--- config.mk ---
export PLATFORM = sky130hd
export DESIGN_NAME = integer_to_ascii_digits_unit
export DESIGN_NICKNAME = d
export VERILOG_FILES = /design/src/hw/rtl/i2a_pkg.sv /design/src/hw/rtl/i2a_dabble.sv /design/src/hw/rtl/integer_to_ascii_digits_unit.sv
export SDC_FILE = /design/constraint.sdc
export NUM_CORES = 1
export LEC_CHECK = 0
export BUFFER_PORTS_ARGS = -buffer_cell sky130_fd_sc_hd__clkbuf_2
export CAP_MARGIN = 15
export CORE_ASPECT_RATIO = 1.75
export CORE_MARGIN = 5
export CORE_UTILIZATION = 53
export DETAILED_ROUTE_END_ITERATION = 8
export MAX_ROUTING_LAYER = met4
export PLACE_DENSITY = 0.81
export SETUP_SLACK_MARGIN = 0.02
export SYNTH_ARGS = -nofsm -noshare
export SYNTH_HDL_FRONTEND = slang
export SYNTH_HIERARCHICAL = 1
export SYNTH_SLANG_ARGS = --single-unit
export TNS_END_PERCENT = 30
--- constraint.sdc ---
create_clock -name clock -period 3.4 [get_ports clock]
set_input_delay 0.34 -clock clock [delete_from_list [all_inputs] [get_ports clock]]
set_output_delay 0.34 -clock clock [all_outputs]
set_load 0.02 [all_outputs]
--- src/hw/rtl/i2a_pkg.sv ---
`default_nettype none

package i2a_pkg;

   // Conversion modes carried on the request beat.
   typedef enum logic [1:0] {
      MODE_SDEC = 2'd0,
      MODE_UDEC = 2'd1,
      MODE_HEXL = 2'd2,
      MODE_HEXU = 2'd3
   } mode_type;

   // Sequencer states.
   typedef enum logic [2:0] {
      ST_IDLE,
      ST_DABBLE,
      ST_SKIP,
      ST_SIGN,
      ST_DIGIT
   } state_type;

   localparam int unsigned VALUE_W   = 64;
   localparam int unsigned DEC_W     = 32;
   localparam int unsigned BCD_DIGITS = 10;
   localparam int unsigned BCD_W     = 4 * BCD_DIGITS;
   localparam int unsigned HEX_DIGITS = VALUE_W / 4;
   localparam int unsigned NDIG_W    = $clog2(HEX_DIGITS + 1);
   localparam int unsigned STEP_W    = $clog2(DEC_W);
   localparam int unsigned COUNT_W   = 32;

   localparam logic [COUNT_W-1:0] COUNT_MAX  = '1;
   localparam logic [7:0]         CHAR_ZERO  = 8'h30;
   localparam logic [7:0]         CHAR_MINUS = 8'h2d;
   localparam logic [7:0]         CHAR_LOWER = 8'h61;
   localparam logic [7:0]         CHAR_UPPER = 8'h41;

   // ASCII text of one nibble, in lower or upper case for the letters.
   function automatic logic [7:0] nibble_char(input logic [3:0] nib, input logic upper);
      logic [7:0] base;
      begin
         base = upper ? CHAR_UPPER : CHAR_LOWER;
         if (nib < 4'd10) begin
            nibble_char = CHAR_ZERO + {4'd0, nib};
         end else begin
            nibble_char = base + {4'd0, nib} - 8'd10;
         end
      end
   endfunction

endpackage

`default_nettype wire

--- src/hw/rtl/i2a_dabble.sv ---
`default_nettype none

// One step of the shift-and-add-3 binary to BCD conversion.
module i2a_dabble (
   input  wire logic [i2a_pkg::BCD_W-1:0] bcd_cur,
   input  wire logic                      bin_msb,
   output logic      [i2a_pkg::BCD_W-1:0] bcd_next
);
   import i2a_pkg::*;

   logic [BCD_W-1:0] adjusted;

   // Every digit of five or more is corrected before the shift.
   always_comb begin
      for (int d = 0; d < BCD_DIGITS; d++) begin
         if (bcd_cur[4*d +: 4] >= 4'd5) begin
            adjusted[4*d +: 4] = bcd_cur[4*d +: 4] + 4'd3;
         end else begin
            adjusted[4*d +: 4] = bcd_cur[4*d +: 4];
         end
      end
   end

   assign bcd_next = {adjusted[BCD_W-2:0], bin_msb};

endmodule

`default_nettype wire

--- src/hw/rtl/integer_to_ascii_digits_unit.sv ---
`default_nettype none

// Converts one integer per request beat into its ASCII digits, most
// significant first and without leading zeros, one character per response
// beat with a last flag and a saturating count of characters sent since
// reset. Signed decimal prefixes a minus sign to a negative value. The block
// takes one request at a time and is not ready until the last character has
// been taken. A hex request loads the value, drops each suppressed leading
// zero, finds the first digit and then delivers its characters. A decimal
// request loads the value and runs the bit-serial binary to BCD shifter,
// after which the same nibble shifter drops leading zeros, finds the first
// digit and delivers the remaining BCD digits, after the minus sign if any.
module integer_to_ascii_digits_unit (
   input  wire logic                           clock,
   input  wire logic                           reset,
   input  wire logic                           req_valid,
   output logic                                req_ready,
   input  wire logic [1:0]                     req_mode,
   input  wire logic [i2a_pkg::VALUE_W-1:0]    req_value,
   output logic                                rsp_valid,
   input  wire logic                           rsp_ready,
   output logic      [7:0]                     rsp_char_out,
   output logic                                rsp_last,
   output logic      [i2a_pkg::COUNT_W-1:0]    rsp_running_count
);
   import i2a_pkg::*;

   state_type            state_ff, state_in;
   logic [VALUE_W-1:0]   work_ff, work_in;
   logic [DEC_W-1:0]     bin_ff, bin_in;
   logic [NDIG_W-1:0]    ndig_ff, ndig_in;
   logic [STEP_W-1:0]    step_ff, step_in;
   logic                 neg_ff, neg_in;
   logic                 upper_ff, upper_in;
   logic [COUNT_W-1:0]   count_ff, count_in;

   logic                 req_fire;
   logic                 rsp_fire;
   logic [DEC_W-1:0]     dec_low;
   logic                 dec_neg;
   logic [BCD_W-1:0]     bcd_next;
   logic [3:0]           top_nib;
   logic                 skip_more;
   logic [COUNT_W-1:0]   count_next;

   assign req_fire  = req_valid && req_ready;
   assign rsp_fire  = rsp_valid && rsp_ready;
   assign dec_low   = req_value[DEC_W-1:0];
   assign dec_neg   = (mode_type'(req_mode) == MODE_SDEC) && dec_low[DEC_W-1];
   assign top_nib   = work_ff[VALUE_W-1 -: 4];
   assign skip_more = (ndig_ff > NDIG_W'(1)) && (top_nib == 4'd0);
   assign count_next = (count_ff == COUNT_MAX) ? COUNT_MAX : count_ff + COUNT_W'(1);

   // Shared BCD step works on the top of the nibble shifter.
   i2a_dabble u_dabble (
      .bcd_cur  (work_ff[VALUE_W-1 -: BCD_W]),
      .bin_msb  (bin_ff[DEC_W-1]),
      .bcd_next (bcd_next)
   );

   // Next state.
   always_comb begin
      state_in = state_ff;
      unique case (state_ff)
         ST_IDLE: begin
            if (req_fire) begin
               state_in = req_mode[1] ? ST_SKIP : ST_DABBLE;
            end
         end
         ST_DABBLE: begin
            if (step_ff == STEP_W'(DEC_W - 1)) begin
               state_in = ST_SKIP;
            end
         end
         ST_SKIP: begin
            if (!skip_more) begin
               state_in = neg_ff ? ST_SIGN : ST_DIGIT;
            end
         end
         ST_SIGN: begin
            if (rsp_fire) begin
               state_in = ST_DIGIT;
            end
         end
         ST_DIGIT: begin
            if (rsp_fire && (ndig_ff == NDIG_W'(1))) begin
               state_in = ST_IDLE;
            end
         end
         default: state_in = ST_IDLE;
      endcase
   end

   // Handshake and response payload.
   always_comb begin
      req_ready    = (state_ff == ST_IDLE);
      rsp_valid    = (state_ff == ST_SIGN) || (state_ff == ST_DIGIT);
      rsp_char_out = (state_ff == ST_SIGN) ? CHAR_MINUS : nibble_char(top_nib, upper_ff);
      rsp_last     = (state_ff == ST_DIGIT) && (ndig_ff == NDIG_W'(1));
      rsp_running_count = count_next;
   end

   // Datapath next values.
   always_comb begin
      work_in  = work_ff;
      bin_in   = bin_ff;
      ndig_in  = ndig_ff;
      step_in  = step_ff;
      neg_in   = neg_ff;
      upper_in = upper_ff;
      count_in = rsp_fire ? count_next : count_ff;
      case (state_ff)
         ST_IDLE: begin
            if (req_fire) begin
               upper_in = (mode_type'(req_mode) == MODE_HEXU);
               step_in  = '0;
               neg_in   = dec_neg;
               if (req_mode[1]) begin
                  work_in = req_value;
                  ndig_in = NDIG_W'(HEX_DIGITS);
               end else begin
                  work_in = '0;
                  bin_in  = dec_neg ? (~dec_low + DEC_W'(1)) : dec_low;
                  ndig_in = NDIG_W'(BCD_DIGITS);
               end
            end
         end
         ST_DABBLE: begin
            work_in[VALUE_W-1 -: BCD_W] = bcd_next;
            bin_in  = {bin_ff[DEC_W-2:0], 1'b0};
            step_in = step_ff + STEP_W'(1);
         end
         ST_SKIP: begin
            if (skip_more) begin
               work_in = {work_ff[VALUE_W-5:0], 4'd0};
               ndig_in = ndig_ff - NDIG_W'(1);
            end
         end
         ST_DIGIT: begin
            if (rsp_fire) begin
               work_in = {work_ff[VALUE_W-5:0], 4'd0};
               ndig_in = ndig_ff - NDIG_W'(1);
            end
         end
         default: begin
         end
      endcase
   end

   // Control registers.
   always_ff @(posedge clock) begin
      if (reset) begin
         state_ff <= ST_IDLE;
         count_ff <= '0;
      end else begin
         state_ff <= state_in;
         count_ff <= count_in;
      end
   end

   // Payload registers.
   always_ff @(posedge clock) begin
      work_ff  <= work_in;
      bin_ff   <= bin_in;
      ndig_ff  <= ndig_in;
      step_ff  <= step_in;
      neg_ff   <= neg_in;
      upper_ff <= upper_in;
   end

   // A new request is never taken while a conversion is under way.
   a_busy_after_req: assert property (@(posedge clock) disable iff (reset)
      req_fire |=> !req_ready)
      else $error("request accepted while busy");

   // The digit count is never exhausted while characters are being sent.
   a_ndig_live: assert property (@(posedge clock) disable iff (reset)
      rsp_valid |-> (ndig_ff != '0))
      else $error("no digits left during response");

   // Each delivered beat advances the count unless it has saturated.
   a_count_step: assert property (@(posedge clock) disable iff (reset)
      rsp_fire |=> (count_ff == $past(count_next)))
      else $error("character count did not advance");

   // The last flag never accompanies the minus sign.
   a_sign_not_last: assert property (@(posedge clock) disable iff (reset)
      (state_ff == ST_SIGN) |-> !rsp_last)
      else $error("minus sign flagged last");

endmodule

`default_nettype wire
==> run summary, run 1 <==
Total Wirelength = 22800 microns
R2R Path End = work_ff[34]
Hold Path Class = in -> reg
Hold Path Cell Cnt = 3
Critical-path top delay cell = nor2_1
IO Port Bufs = 111
Mapped Nets = 1103
Final Hold Fails = 0
Pwr per Cell Area = 646 nW/um^2
CTS Sinks = 143
Critical path arrival = 2.63 ns
Pre-antenna DRT Iters = 9
First-pass GRT wire length = 36500 microns
Fin crit period = 2.97 ns
Final ANT Viol Nets = 0
Crit end category = output pin
Flops & latches, synth = 143
Crit share post-route = 87.3%
Most frequent cells in the layout = nand2_1, clkbuf_2, edfxtp_1
First DRT Iteration DRCs = 767
CTS Buffer Depth = 2
Initial Util = 53.7%
Worst Hold Path EP = work_ff[36]
Max Fclk = 337 MHz
Most used flip-flop cell after synthesis = edfxtp_1
Ys async rst share = 0%
CTS tree = done
Synth area leaders = edfxtp_1, dfxtp_1, nand2_1
DR vias = 7898
Cts hold-fix bufs = 0
Num ports = 113
Worst-path clk slew = 0.06 ns
Via density = 5.96
DP Area = 9810 sq um
Cells after synthesis = 1005
Setup crit start kind = flop
Post-synth top area cell = edfxtp_1
Required time of the critical path = 3.06 ns
Met3 Use GR = 3.70%
Critical path depth = 7
Post-Layout Inst Area = 10400 sq um
Share of post-route cells with drive strength above 1 = 18.0%
Nets = 1183
Status = complete, but fails checks
Syn-to-layout area delta = 14.3%
Die area = 20000 sq um
Met2 GRT Util = 42.0%
H-tree Lvls = 4
Post-synthesis area per instance = 9.05 sq um
Yosys warning total = 6
R2r worst-path depth = 7
HPWL Detailed = 15800 microns
ANT cells = 0
Kind of critical path = reg -> out
Vias in the first global route = 7702
FF-to-FF Start = work_ff[61]
Synthesized area = 9090 sq um
DRC = 4
Commonest non-fill, non-tap cell in the layout = nand2_1
CP max FO = 7
Setup Viol. Count Final = 0
Worst-Margin Slew = 0.818 ns
Post-CTS resize count = 0
Gr busiest metal = met2
Number of max-slew violations in the final report = 0
CTS buffer count = 17
Largest net degree at the start of global routing = 86
RSZ-0062 raised after global routing = false
Num rows = 63
Met1 GRT Util = 25.4%
Gr ovfl total = 0
EDFF count, synth = 108
Root buffer cell = clkbuf_16
DIE HEIGHT = 183 microns
Crit-path cells = ha_1 -> and3_1 -> nand4_2 -> nor2_1 -> a21oi_1 -> a31oi_1 -> clkbuf_2
Die X = 109 microns
Core area = 16900 sq um
Synth unique cells = 68
Failing checks = DRC
Layout Skew = 0.0106 ns
Register area share after synthesis = 43.4%
R2R setup slack = 0.87 ns
Worst rel slew slack = 45.5%
Setup TNS = 0 ns
Routability Congestion = 0.871
Initial antenna violation count = 0
Delay-heaviest family, CP = simple AND/OR/NAND/NOR gates
Worst Min Path Start = req_value[36]
Crit path buf inv count = 1
Skew-Pair Late Insertion Delay = 0.42 ns
Post-DR wirelength/cell = 17.2 microns
Maximum VDD drop = 0.398 mV
Pleak = 4.38 nW
Crit-path max cell delay = 0.43 ns
Max Cap Viol = 0
GRT Total Usage = 23.4%
Top cell type's share of synthesized area = 35.7%
Post-CTS setup buffer count = 0
cells in the mapped netlist, types with 4 or more instances:
library cell  number
clkbuf_1          40
or3_1              4
edfxtp_1         108
o21ai_0           58
o21bai_1           4
buf_2             16
ha_1              28
a211oi_1           6
a31oi_1           23
nor3_1            25
nand3_1           13
a222oi_1          40
a311oi_1          12
dfxtp_1           35
nand4_1           10
nor2_1            76
and4_1            10
a21o_1             6
nand2_1          140
nand2b_1          22
o21ai_1           10
mux2i_1           14
nor4_1            11
inv_1             80
or2_2              4
xnor2_1           49
and2_1             7
a21oi_1           51
xor2_1             8
a21oi_2           10
and3_1            22
buf_1              4
worst min-delay path, stage by stage:
cell and delay, ns:
clkbuf_2 0.08, a222oi_1 0.05, inv_1 0.06
layout make-up:
type                    instances  area, sq um
fillers                      1417         6560
multi-input cells             716         4590
clock inverters                11         88.8
inverters                      80          300
flip-flops and latches        143         3940
repair buffers                127          688
well taps                     227          284
clock buffers                  21          493
kinds of logic (layout without fill, tap and decap cells):
group / Yosys count / in the layout / synth area share (%)
AND/OR/NAND/NOR: 370 / 370 / 20.6
AO/OA/AOI/OAI: 244 / 244 / 18.3
buffers and inverters: 146 / 239 / 6.55
flip-flops: 143 / 143 / 43.4
XOR/XNOR: 57 / 57 / 5.49
adder cells (fa/ha/maj): 28 / 28 / 3.85
multiplexers: 16 / 16 / 1.79
other: 1 / 1 / 0.0412
report_power, final:
| group | internal [mW] | switching, mW | leakage, nW |
|---|---|---|---|
| combinational | 0.818 | 1.23 | 2.75 |
| sequential | 2.46 | 0.361 | 1.34 |
| clock | 1.06 | 0.785 | 0.289 |
worst max-delay path by stage:
| stage | startpoint | endpoint | slack [ns] |
|---|---|---|---|
| 2_1_floorplan | work_ff[61] | ndig_ff[0] | 0.16 |
| 4_1_cts | count_ff[0] | rsp_running_count[5] | 0.42 |
| 3_3_place_gp | work_ff[61] | work_ff[32] | 0.95 |
| 3_5_place_dp | work_ff[61] | work_ff[34] | 0.87 |
| 5_1_grt | count_ff[0] | rsp_running_count[5] | 0.18 |
| 6_report | count_ff[0] | rsp_running_count[24] | 0.43 |
layer usage:
metal / share of wire, % / routed length (microns)
met1: 38 / 8610
met5: 0 / 0
met2: 54 / 12400
met4: 2.7 / 618
met3: 5.1 / 1150
state kept, by name, summed over array words and instances (netlist names):
| signal | flops |
|---|---|
| neg_ff | 1 |
| ndig_ff | 5 |
| count_ff | 32 |
| work_ff | 64 |
| upper_ff | 1 |
| state_ff | 3 |
| bin_ff | 32 |
| step_ff | 5 |
stage by stage:
stage	utilization, %	hold slack, ns	total power [mW]	instances	worst slack, ns
floorplan	-	0.467	4.31	1005	0.163
global placement	57.9	0.492	4.81	1293	0.949
detailed placement	57.9	0.505	4.88	1293	0.867
CTS	61.3	0.201	6.74	1325	0.422
global route	61.3	0.201	7.10	1325	0.180
finish	61.3	0.213	6.71	1325	0.433
Power figures use the tool's default switching activity.
==> run 2: changes to the inputs <==
--- a/config.mk
+++ b/config.mk
@@ -11,6 +11,7 @@
 export CORE_MARGIN = 5
 export CORE_UTILIZATION = 53
 export DETAILED_ROUTE_END_ITERATION = 8
+export GPL_TIMING_DRIVEN = 0
 export MAX_ROUTING_LAYER = met4
 export PLACE_DENSITY = 0.81
 export SETUP_SLACK_MARGIN = 0.02
==> run 2 against run 1 <==
  * The run now ends clean
  * Core utilization is 0.82 points higher
  * Sequential cell count stayed put
  * Non-clock buffer count is 52 higher
  * Hold slack hardly changed
  * Critical path depth is 1 higher
  * Critical endpoint is now rsp_running_count[13]
  * Largest cell class unchanged
  * Largest power group unchanged
==> run summary, run 2 (same netlist as run 1, synthesis figures left out) <==
Status = finished clean (was complete, but fails checks)
First DRT Iteration DRCs = 741 (was 767)
RSZ-0062 raised after global routing = false (unchanged)
Setup crit start kind = flop (unchanged)
Pleak = 4.46 nW (was 4.38 nW)
DIE HEIGHT = 183 microns (unchanged)
Routability Congestion = 0.933 (was 0.871)
Hold Path Class = in -> reg (unchanged)
Crit-path cells = ha_1 -> nand3_1 -> nor4_4 -> nand3_1 -> clkbuf_1 -> clkbuf_1 -> nand2_1 -> clkbuf_2 (was ha_1 -> and3_1 -> nand4_2 -> nor2_1 -> a21oi_1 -> a31oi_1 -> clkbuf_2)
Nets = 1235 (was 1183)
CP max FO = 10 (was 7)
Core area = 16900 sq um (unchanged)
Max Fclk = 324 MHz (was 337 MHz)
CTS Buffer Depth = 2 (unchanged)
Layout Skew = 0.0117 ns (was 0.0106 ns)
DP Area = 9970 sq um (was 9810 sq um)
Num rows = 63 (unchanged)
Vias in the first global route = 7962 (was 7702)
Pre-antenna DRT Iters = 6 (was 9)
Die X = 109 microns (unchanged)
Post-CTS resize count = 0 (unchanged)
First-pass GRT wire length = 38700 microns (was 36500 microns)
Initial antenna violation count = 0 (unchanged)
Post-Layout Inst Area = 10500 sq um (was 10400 sq um)
Gr ovfl total = 0 (unchanged)
Skew-Pair Late Insertion Delay = 0.42 ns (about the same)
IO Port Bufs = 109 (was 111)
Critical-path top delay cell = dfxtp_1 (was nor2_1)
Initial Util = 53.7% (unchanged)
Post-DR wirelength/cell = 17.7 microns (was 17.2 microns)
Commonest non-fill, non-tap cell in the layout = nand2_1 (unchanged)
Via density = 5.96 (about the same)
H-tree Lvls = 4 (unchanged)
Syn-to-layout area delta = 15.8% (was 14.3%)
CTS tree = done (unchanged)
Overall power = 6.71 mW (about the same)
Required time of the critical path = 3.06 ns (about the same)
Kind of critical path = reg -> out (unchanged)
Crit share post-route = 90.7% (was 87.3%)
Critical path arrival = 2.74 ns (was 2.63 ns)
Die area = 20000 sq um (unchanged)
Fin crit period = 3.08 ns (was 2.97 ns)
DR vias = 8186 (was 7898)
Worst-Margin Slew = 0.978 ns (was 0.818 ns)
Biggest registers after layout = work_ff: 64 flops, bin_ff: 32 flops, count_ff: 32 flops (unchanged)
Non-Filler Instances = 1374 (was 1325)
Crit-path max cell delay = 0.46 ns (was 0.43 ns)
Post-Route Utilization = 62.1% (was 61.3%)
Final Hold Fails = 0 (unchanged)
Max reg flops = 64 (unchanged)
Share of post-route cells with drive strength above 1 = 17.4% (was 18.0%)
Largest Register = work_ff (unchanged)
Final worst setup slack = 0.317 ns (was 0.433 ns)
Root buffer cell = clkbuf_16 (unchanged)
Post-Place Setup Slack = 0.519 ns (was 0.867 ns)
ANT cells = 0 (unchanged)
CTS Sinks = 143 (unchanged)
Final ANT Viol Nets = 0 (unchanged)
GRT Total Usage = 25.2% (was 23.4%)
HPWL Detailed = 18000 microns (was 15800 microns)
Crit end category = output pin (unchanged)
Worst-path clk slew = 0.06 ns (about the same)
Total Wirelength = 24300 microns (was 22800 microns)
Largest net degree at the start of global routing = 41 (was 86)
Pwr per Cell Area = 637 nW/um^2 (was 646 nW/um^2)
DRC = 0 (was 4)
Hold slack = 0.212 ns (was 0.213 ns)
Number of max-slew violations in the final report = 0 (unchanged)
Max Cap Viol = 0 (unchanged)
Num ports = 113 (unchanged)
Setup TNS = 0 ns (unchanged)
Most frequent cells in the layout = nand2_1, clkbuf_2, edfxtp_1 (unchanged)
CTS buffer count = 17 (unchanged)
Cell Count Post-Placement = 1342 (was 1293)
Worst rel slew slack = 34.3% (was 45.5%)
Setup Viol. Count Final = 0 (unchanged)
Maximum VDD drop = 0.382 mV (was 0.398 mV)
run 2: cell types whose count changed in the layout (fill, tap and decap cells not counted), sizes merged:
cell	previous run	this run
inv	89	80
clkinvlp	1	0
bufinv	0	2
clkinv	1	8
clkbuf	132	169
buf	16	29
run 2: area by class of cell:
| class | count | area [sq um] |
|---|---|---|
| inverter | 80 | 300 |
| clock buffer | 19 | 433 |
| timing repair buffer | 113 | 596 |
| sequential | 143 | 3940 |
| multi-input combinational | 716 | 4580 |
| fill | 1416 | 6420 |
| clock inverter | 10 | 98.8 |
| tap | 227 | 284 |
| buffer | 66 | 295 |
run 2: worst paths after layout:
kind	end	cells past startpoint	from	slack, ns
setup / recovery	rsp_running_count[13]	8	count_ff[0]	0.32
hold / removal	work_ff[55]	3	req_value[55]	0.21
setup reg to reg	work_ff[25]	5	state_ff[0]	0.50
hold reg to reg	count_ff[27]	2	count_ff[27]	0.50
run 2: what timing repair did:
item / CTS / global route
hold endpoints to repair: 0 / 0
setup endpoints to repair: 0 / 10
setup buffers: 0 / 3
hold buffers: 0 / 0
run 2: worst max-delay path, delay by kind of cell, from the launching register on:
family	cells	cell delay (ns)
and+or+nand+nor	4	0.83
buffers and inverters	3	0.76
DFF	1	0.46
adders and majority gates	1	0.29
run 2: metal layers:
metal  part of all wire (%)  vias up  GRT usage, %
met5                      0        -             -
met4                    4.0        0          11.8
met3                    5.8       78          4.26
met2                     55      299          47.0
met1                     35     3891          24.7
li1                       -     3918             -
run 2: power breakdown:
group | internal, mW | switching (mW) | leakage, nW
Clock | 1.05 | 0.710 | 0.269
Sequential | 2.46 | 0.327 | 1.34
Combinational | 0.832 | 1.32 | 2.85
Total | 4.35 | 2.36 | 4.46
